File: src/hdl/npcm_pkg.sv
// Shared types, constants and helper functions for the nearest palette color match block.
// Depends on nothing; every other file in hdl imports it.
package npcm_pkg;

    localparam int COMP_W  = 8;
    localparam int ENTRY_W = 3 * COMP_W;
    localparam int SQ_W    = 2 * COMP_W;
    // Three squared 8-bit differences sum to at most 195075, which fits in 18 bits.
    localparam int DIST_W  = 18;

    localparam logic [COMP_W-1:0] ALPHA_OPAQUE      = 8'hFF;
    localparam logic [COMP_W-1:0] ALPHA_TRANSPARENT = 8'h00;

    localparam logic CMD_WRITE = 1'b0;
    localparam logic CMD_MATCH = 1'b1;

    typedef enum logic [1:0] {
        ST_IDLE,
        ST_SCAN,
        ST_DRAIN
    } npcm_state_t;

    // Control into the distance unit: clear restarts the search, valid marks an entry.
    typedef struct packed {
        logic clear;
        logic valid;
    } npcm_ctl_t;

    // A 5-bit component widened to 8 bits: shift left by three and add 4.
    function automatic logic [COMP_W-1:0] widen5(input logic [4:0] c5);
        return {c5, 3'b100};
    endfunction

    function automatic logic [COMP_W-1:0] absdiff(input logic [COMP_W-1:0] a,
                                                  input logic [COMP_W-1:0] b);
        return (a >= b) ? (a - b) : (b - a);
    endfunction

endpackage

File: src/hdl/npcm_dist_unit.sv
// Shared distance unit: squares component differences, sums them and keeps the running minimum.
// Depends on npcm_pkg.
module npcm_dist_unit #(
    parameter int IDX_W = 8
) (
    input  logic                     clk,
    input  logic                     rst_n,
    input  npcm_pkg::npcm_ctl_t      ctl,
    input  logic [IDX_W-1:0]         idx,
    input  logic [npcm_pkg::ENTRY_W-1:0] entry,
    input  logic [npcm_pkg::COMP_W-1:0]  ref_r,
    input  logic [npcm_pkg::COMP_W-1:0]  ref_g,
    input  logic [npcm_pkg::COMP_W-1:0]  ref_b,
    output logic                     pending,
    output logic [IDX_W-1:0]         best_idx
);
    import npcm_pkg::*;

    logic              sq_valid_reg;
    logic [IDX_W-1:0]  sq_idx_reg;
    logic [SQ_W-1:0]   sq_r_reg;
    logic [SQ_W-1:0]   sq_g_reg;
    logic [SQ_W-1:0]   sq_b_reg;
    logic [COMP_W-1:0] d_r;
    logic [COMP_W-1:0] d_g;
    logic [COMP_W-1:0] d_b;
    logic [DIST_W-1:0] dist_sum;
    logic [DIST_W-1:0] best_d_reg;
    logic [DIST_W-1:0] best_d_next;
    logic [IDX_W-1:0]  best_idx_reg;
    logic [IDX_W-1:0]  best_idx_next;

    assign d_r = absdiff(ref_r, entry[COMP_W-1:0]);
    assign d_g = absdiff(ref_g, entry[2*COMP_W-1:COMP_W]);
    assign d_b = absdiff(ref_b, entry[3*COMP_W-1:2*COMP_W]);

    // First stage: one square per component, registered.
    always_ff @(posedge clk or negedge rst_n) begin
        if (!rst_n) begin
            sq_valid_reg <= 1'b0;
        end
        else begin
            sq_valid_reg <= ctl.valid;
        end
    end

    always_ff @(posedge clk) begin
        sq_idx_reg <= idx;
        sq_r_reg   <= SQ_W'(d_r * d_r);
        sq_g_reg   <= SQ_W'(d_g * d_g);
        sq_b_reg   <= SQ_W'(d_b * d_b);
    end

    // Second stage: sum and compare. A strict less-than keeps the lowest index on ties.
    assign dist_sum = DIST_W'(sq_r_reg) + DIST_W'(sq_g_reg) + DIST_W'(sq_b_reg);

    always_comb begin
        priority if (ctl.clear) begin
            best_d_next   = '1;
            best_idx_next = '0;
        end
        else if (sq_valid_reg && (dist_sum < best_d_reg)) begin
            best_d_next   = dist_sum;
            best_idx_next = sq_idx_reg;
        end
        else begin
            best_d_next   = best_d_reg;
            best_idx_next = best_idx_reg;
        end
    end

    always_ff @(posedge clk) begin
        best_d_reg   <= best_d_next;
        best_idx_reg <= best_idx_next;
    end

    assign pending  = sq_valid_reg;
    assign best_idx = best_idx_reg;

    a_clear_not_with_valid : assert property (@(posedge clk) disable iff (!rst_n)
        ctl.clear |-> !ctl.valid)
        else $error("distance unit cleared while an entry is presented");

    a_clear_not_while_pending : assert property (@(posedge clk) disable iff (!rst_n)
        ctl.clear |-> !sq_valid_reg)
        else $error("distance unit cleared while a distance is still in flight");

endmodule

File: config.mk
export PLATFORM = sky130hd
export DESIGN_NAME = npcm_dist_unit
export DESIGN_NICKNAME = d
export VERILOG_FILES = /design/src/hdl/npcm_pkg.sv /design/src/hdl/npcm_dist_unit.sv
export SDC_FILE = /design/constraint.sdc
export NUM_CORES = 1
export LEC_CHECK = 0
export BUFFER_PORTS_ARGS = -buffer_cell sky130_fd_sc_hd__buf_2
export CAP_MARGIN = 10
export CORE_UTILIZATION = 57
export DETAILED_ROUTE_END_ITERATION = 10
export PLACE_DENSITY = 0.79
export SYNTH_ARGS = -nofsm -noshare
export SYNTH_HDL_FRONTEND = slang
export SYNTH_SLANG_ARGS = --single-unit
File: constraint.sdc
create_clock -name clk -period 3.8 [get_ports clk]
set_input_delay 0.19 -clock clk [delete_from_list [all_inputs] [get_ports clk]]
set_output_delay 0.19 -clock clk [all_outputs]
set_load 0.005 [all_outputs]
After elaboration in Yosys (flattened, before gate mapping)
Cells that the tools add are included.
{"block": "op_classes", "add_sub_neg": 8, "mul": 3, "n_lt_le_gt_ge": 4, "mux": 3, "n_reduce_logical": 1}
{"cell": "multiplier 8 x 8 -> 16 bit", "count": 3}
{"cell": "subtractor 8 bit", "count": 6}
{"cell": "greater-or-equal comparator 8 bit", "count": 3}
{"cell": "2-to-1 mux 8 bit", "count": 3}
{"cell": "adder 17 x 16 -> 18 bit", "count": 1}
{"cell": "less-than comparator 18 bit", "count": 1}
{"cell": "adder 16 x 16 -> 17 bit", "count": 1}
{"cell": "logical AND 1 bit", "count": 1}
{"block": "word_totals", "reg_bits": 83, "inputBits": 60, "output_inout_bits": 9, "elab_cells": 26}

Longest topological paths before layout
Gate-level depths: netlist of the first run.
{"block": "logic_depth", "word_depth": 4, "depth_mapped": 27, "ltp_nobuf": 26}

Worst setup path before layout of the first run
Ideal clock, no wire load.
{"block": "synth_path", "path_kind": "input to register", "from": "input entry[13] in the netlist's numbering", "to": "register sq_g_reg[12]", "setup_ns": 0.134, "arrival_ns": 5.840, "required_time_ns": 3.666, "setup_slack_ns": -2.174, "path_stages": 23, "n_path_buf": 1, "cell_sequence": "inv_1 > ha_1 > buf_6 > a21o_1 > a21o_1 > a211oi_4 > mux2i_1 > xor2_2 > or2_1 > inv_1 > fa_1 > fa_1 > inv_1 > fa_1 > fa_1 > inv_1 > ha_1 > inv_1 > nor2_1 > o31a_1 > o22ai_1 > and4b_1 > or4b_1"}
{"block": "synth_via", "elab_chain_len": 3, "elab_cells_between_ends": 5, "cone_classes": "2 x add/sub; 1 x mul; 1 x order compare; 1 x mux"}
{"item": "start, declared", "line": "npcm_dist_unit.sv:10", "text": "input logic [npcm_pkg::ENTRY_W-1:0] entry,"}
{"item": "subtractor 8 bit / greater-or-equal comparator 8 bit (equally long branches)", "line": "npcm_pkg.sv:36", "text": "return (a >= b) ? (a - b) : (b - a);"}
{"item": "2-to-1 mux 8 bit (*)", "line": "npcm_pkg.sv:36"}
{"item": "multiplier 8 x 8 -> 16 bit (*)", "line": "npcm_dist_unit.sv:50", "text": "sq_g_reg <= SQ_W'(d_g * d_g);"}
{"item": "end signal, assigned", "line": "npcm_dist_unit.sv:50"}
{"item": "end, declared", "line": "npcm_dist_unit.sv:22", "text": "logic [SQ_W-1:0] sq_g_reg;"}
Mark *: on every way between the ends. The rest lies on a longest branch, timed or not.
A chain may end at the register's enable or synchronous reset.

Worst setup path in the final report of the first run
{"block": "layout_path", "from": "input ref_r[0] in the netlist's numbering", "to": "register sq_r_reg[12]"}
{"block": "layout_via", "elab_chain_len": 3, "elab_cells_between_ends": 5, "cone_classes": "2 x add/sub; 1 x mul; 1 x order compare; 1 x mux"}
{"item": "start, declared", "line": "npcm_dist_unit.sv:11", "text": "input logic [npcm_pkg::COMP_W-1:0] ref_r,"}
{"item": "subtractor 8 bit / greater-or-equal comparator 8 bit (equally long branches)", "line": "npcm_pkg.sv:36"}
{"item": "2-to-1 mux 8 bit (*)", "line": "npcm_pkg.sv:36"}
{"item": "multiplier 8 x 8 -> 16 bit (*)", "line": "npcm_dist_unit.sv:49", "text": "sq_r_reg <= SQ_W'(d_r * d_r);"}
{"item": "end signal, assigned", "line": "npcm_dist_unit.sv:49"}
{"item": "end, declared", "line": "npcm_dist_unit.sv:21", "text": "logic [SQ_W-1:0] sq_r_reg;"}
Marked as above.

==> results.txt, run 1 <==
Crit-path slowest cell = fa_1
CTS tree = done
RR Startpoint = sq_r_reg[4]
R2R depth = 18
PortBufs = 68
vias in the first global route = 10,800
Die X = 137 um
clock sink count = 80
clock latency on the worst-skew pair = 0.36 ns
skew final = 0.0126 ns
cell count after synthesis = 1,189
DIE HEIGHT = 137 um
Total Wirelength = 41,500 um
register area = 0.00161 mm2
Mean Syn Cell Area = 8.79 um2
CP max FO = 5
Final HPWL DP = 20,800 um
number of flip-flops in the largest register = 18
Max Fclk = 169 MHz
Routed WL per cell = 22.9 um
core area = 0.0180 mm2
worst setup path start = ref_r[0]
Worst Setup Slack, final = -2.12 ns
P&R area growth vs syn = 51.1%
number of DRC markers in iteration 0 = 1,054
final worst-path cycle share = 1.56
Post-synth ARST share = 0.0125
CP max stage delay = 0.76 ns
post-synth cell types = 72
Final ANT Viol Nets = 0
initial core utilization = 0.582
multi-input logic area = 0.00956 mm2
FF+latch count, synth = 80
Critical Path AT = 6.17 ns
reg2reg setup slack = -0.63 ns
fin. max-slew vios = 0
fin nets = 1,901
Layout fillers = 764
CTS buffer count = 9
Worst Hold Class = primary input to async pin
highest-count cells in the layout ignoring fill and taps = buf_4 (279), inv_1 (165), ha_1 (120)
total gr overflow = 0
Root Buffer = clkbuf_16
setup_tns = -63.21 ns
Max Root-Sink Buffers = 2
EDFF count, synth = 0
register area share after synthesis = 0.154
unrepaired setup endpoints after global routing = true
gpl congestion = 0.890
R2R Path End = best_d_reg[14]
Die ar. = 0.0189 mm2
ratio of cells with drive above 1 in the final layout = 0.450
first drt pass iteration count = 9
synth warn = 0
Synth Flop Type = dfxtp_1
Setup CP Type = primary input to flop
CP required = 4.05 ns
largest net degree at the start of global routing = 16
via count = 11,400
CP Capture Type = flop
Reg clk slew, reported paths = 0.07 ns
type of origin of the critical path = primary input
commonest non-fill, non-tap cell in the layout = buf_4
Cell Area, Synth = 0.0104 mm2
Tot GR Track Use = 0.346
status = finished with violations
Period minus WS final = 5.92 ns
initial antenna violation count = 4
max_slew headroom = 0.648
Top-Level Pins = 69
Final setup viols = 62
crit path to = sq_r_reg[12]
violated checks = setup timing
Least-Margin Pin Slew = 0.523 ns
DRC = 0
first-pass GRT wire length = 50,600 um
number of H-tree levels = 3
DR vias/cell = 6.27
final hold vios = 0
max-cap violation count = 0
row count = 49
[how the worst min path moves through the flow]
stage,start,end,slack [ns],cells past startpoint
after floorplan,rst_n,pending,-0.11,0
final,rst_n,pending,0.14,2
after CTS,rst_n,pending,0.13,2
after global placement,rst_n,pending,-0.04,1
after detailed placement,rst_n,pending,-0.03,1
after global routing,rst_n,pending,0.14,2
[critical path: cells and delay by family]
kind / cells / cell delay (ns)
fa+ha+maj: 6 / 2.73
simple gates: 5 / 0.67
compound gates: 5 / 1.19
buf+inv: 11 / 1.36
[final cells by class]
| class | count | area share |
|---|---|---|
| Timing Repair Buffer | 405 | 0.200 |
| Sequential cell | 80 | 0.102 |
| Clock buffer | 10 | 0.0151 |
| Multi-Input combinational cell | 863 | 0.606 |
| Antenna cell | 1 | 0.000158 |
| Inverter | 219 | 0.0551 |
| Tap cell | 229 | 0.0181 |
| Clock inverter | 6 | 0.00333 |
[synthesized netlist by cell type, drive strengths merged (14+ instances only)]
library cell    n  share of area
a21o           31          0.022
a21oi          68          0.033
buf            14         0.0074
clkbuf         14         0.0050
dfxtp          79           0.15
fa             97           0.19
ha            166           0.20
inv           219          0.079
mux2i          23          0.022
nand2          42          0.015
nand4          14         0.0084
nor2          121          0.045
nor3           17         0.0081
o211ai         20          0.014
o21ai          23          0.011
or2            19          0.011
xnor2          41          0.039
xor2           29          0.027
[routing by layer]
metal	part of all wire	GRT usage
met1	0.33	0.360
met2	0.46	0.643
met3	0.10	0.0537
met4	0.11	0.221
met5	0.00031	0
[metrics by stage]
| step | hold slack, ns | area [um2] | instances | setup slack (ns) | util |
|---|---|---|---|---|---|
| 2_1_floorplan | -0.106 | 11100 | 1190 | -1.74 | - |
| 3_3_place_gp | -0.0355 | 13700 | 1731 | -1.79 | 0.760 |
| 3_5_place_dp | -0.0349 | 13700 | 1731 | -2.03 | 0.760 |
| 4_1_cts | 0.135 | 14900 | 1782 | -1.53 | 0.828 |
| 5_1_grt | 0.141 | 15800 | 1812 | -2.20 | 0.879 |
| 6_report | 0.137 | 15800 | 1813 | -2.12 | 0.879 |
[what timing repair did]
item | CTS | global route
endpoints found under the hold margin | 10 | 0
setup endpoints to repair | 62 | 62
gates resized for setup | 131 | 139
hold buffers | 10 | 0
pin swaps | 109 | 104
buffers inserted | 30 | 36
[cell families (layout without fill, tap and decap cells)]
| kind of cell | Yosys count | in the layout | synth area share |
|---|---|---|---|
| and+or+nand+nor | 281 | 281 | 0.132 |
| adders and majority gates | 263 | 263 | 0.385 |
| buffers and inverters | 247 | 640 | 0.0911 |
| AOI/OAI and AO/OA | 222 | 222 | 0.149 |
| DFF | 80 | 80 | 0.154 |
| xor gates and xnor gates | 70 | 70 | 0.0659 |
| muxes | 24 | 24 | 0.0231 |
| other | 2 | 4 | 0.000719 |
Power of run 1 is left out: the tool's default activity adds up to more than one toggle a clock period on the data nets, which glitch-free logic cannot reach.
==> run 2, diff against run 1 <==
Settings changed: CORE_UTILIZATION 57 to 45, PLACE_DENSITY 0.79 to default.
Clock period 3.8 ns to 6.5 ns, I/O delays scaled along.
==> results.txt, run 2 (synthesized netlist as in run 1, its figures left out) <==
status = finished clean
Root Buffer = clkbuf_16
initial antenna violation count = 0 (-4)
skew final = 0.00714 ns (-0.00545 ns)
CP max stage delay = 0.55 ns (-0.21 ns)
largest net degree at the start of global routing = 39 (+23)
# diodes = 0 (-1)
commonest non-fill, non-tap cell in the layout = inv_1
worst setup path start = ref_g[0]
RR Startpoint = sq_r_reg[5]
clock sink count = 80 (unchanged)
highest-count cells in the layout ignoring fill and taps = inv_1 (219), ha_1 (166), nor2_1 (116)
fin area = 0.0116 mm2 (-27%)
placed cells = 1,546 (-11%)
Post-Place Cell Area = 0.0113 mm2 (-18%)
cell mode on critical path = inv_1
delay-heaviest family, CP = adder cells
CTS tree = done
max-cap violation count = 0 (unchanged)
CTS buffer count = 9 (unchanged)
setup_tns = 0 ns (+63.21 ns)
Final setup viols = 0 (-100%)
CP Capture Type = flop
DIE HEIGHT = 154 um (+12%)
gpl congestion = 0.821 (-7.8%)
Routed WL per cell = 12.7 um (-44%)
Fin Hold WS = 0.0851 ns (-0.0514 ns)
initial core utilization = 0.460 (-0.122)
via count = 7,961 (-30%)
row count = 55 (+12%)
Least-Margin Pin Slew = 1.03 ns (+0.510 ns)
number of H-tree levels = 3 (unchanged)
P&R area growth vs syn = 11.0%
number of flip-flops in the largest register = 18 (unchanged)
R2R depth = 16 (-2)
DRC = 0 (unchanged)
DR vias/cell = 5.10 (-19%)
vias in the first global route = 7,785 (-28%)
Worst Hold Class = primary input to flop
R2R Path End = best_d_reg[12]
core area = 0.0227 mm2 (+26%)
final worst-path cycle share = 0.938
unrepaired setup endpoints after global routing = false
Tot GR Track Use = 0.179 (-0.167)
final hold vios = 0 (unchanged)
Max Root-Sink Buffers = 2 (unchanged)
first-pass GRT wire length = 35,200 um (-30%)
CP max FO = 5 (unchanged)
Setup CP Type = primary input to flop
Final ANT Viol Nets = 0 (unchanged)
Die ar. = 0.0238 mm2 (+26%)
total gr overflow = 0 (unchanged)
Die X = 154 um (+12%)
Reg clk slew, reported paths = 0.06 ns (about the same)
WP depth = 26 (-3.7%)
ratio of cells with drive above 1 in the final layout = 0.123 (-0.327)
Total Wirelength = 19,900 um (-52%)
number of DRC markers in iteration 0 = 450 (-57%)
type of origin of the critical path = primary input
fin cells = 1,562 (-14%)
Crit-path slowest cell = fa_1
max_slew headroom = 0.309 (-0.339)
fin. max-slew vios = 0 (unchanged)
Top-Level Pins = 69 (unchanged)
reg2reg setup slack = 1.72 ns (+2.35 ns)
first drt pass iteration count = 5 (-4)
fin nets = 1,596 (-16%)
clock latency on the worst-skew pair = 0.34 ns (-0.02 ns)
PortBufs = 68 (unchanged)
Period minus WS final = 6.10 ns
CP required = 6.71 ns (+2.66 ns)
Final HPWL DP = 17,100 um (-18%)
CTS resizes = 0 (-100%)
crit path to = sq_g_reg[12]
CP bufs+invs = 8 (-3)
Critical Path AT = 6.31 ns (+0.14 ns)
Max Fclk = 164 MHz
==> run 2: worst min path at each step <==
| stage | slack, ns | start | cells after the start | to |
|---|---|---|---|---|
| after floorplan | 0.03 | rst_n | 0 | pending |
| after detailed placement | 0.10 | rst_n | 1 | pending |
| after global placement | 0.1 | rst_n | 1 | pending |
| final | 0.09 | idx[0] | 1 | sq_idx_reg[0] |
| after global routing | 0.07 | idx[0] | 1 | sq_idx_reg[0] |
| after CTS | 0.07 | idx[0] | 1 | sq_idx_reg[0] |
==> run 2: metal layers <==
metal | share of wire | global-route usage | routed length (um) | vias to the layer above
li1 | - | - | - | 4093
met1 | 0.51 | 0.249 | 10100 | 3727
met2 | 0.45 | 0.295 | 8910 | 127
met3 | 0.035 | 0.0286 | 698 | 14
met4 | 0.0078 | 0.0344 | 155 | 0
met5 | 0 | 0 | 0 | -
==> run 2: through the flow <==
stage	utilization	worst slack [ns]
6_report	0.511	0.400
5_1_grt	0.511	0.0773
4_1_cts	0.511	0.409
3_5_place_dp	0.496	0.0648
3_3_place_gp	0.496	0.204
2_1_floorplan	-	0.391
==> run 2: cell type report <==
type | instances | area, um2
clock buffer | 12 | 256
clock inverter | 3 | 65.1
fill | 2174 | 11100
inverter | 219 | 822
multi-input combinational | 863 | 7910
sequential | 80 | 1610
tap | 285 | 357
timing repair buffer | 100 | 583
==> run 2: repair_timing <==
action / in CTS / in global routing
buffers inserted: 0 / 0
endpoints found under the hold margin: 1 / 0
hold buffers: 1 / 0
Power of run 2 is left out for the same reason.
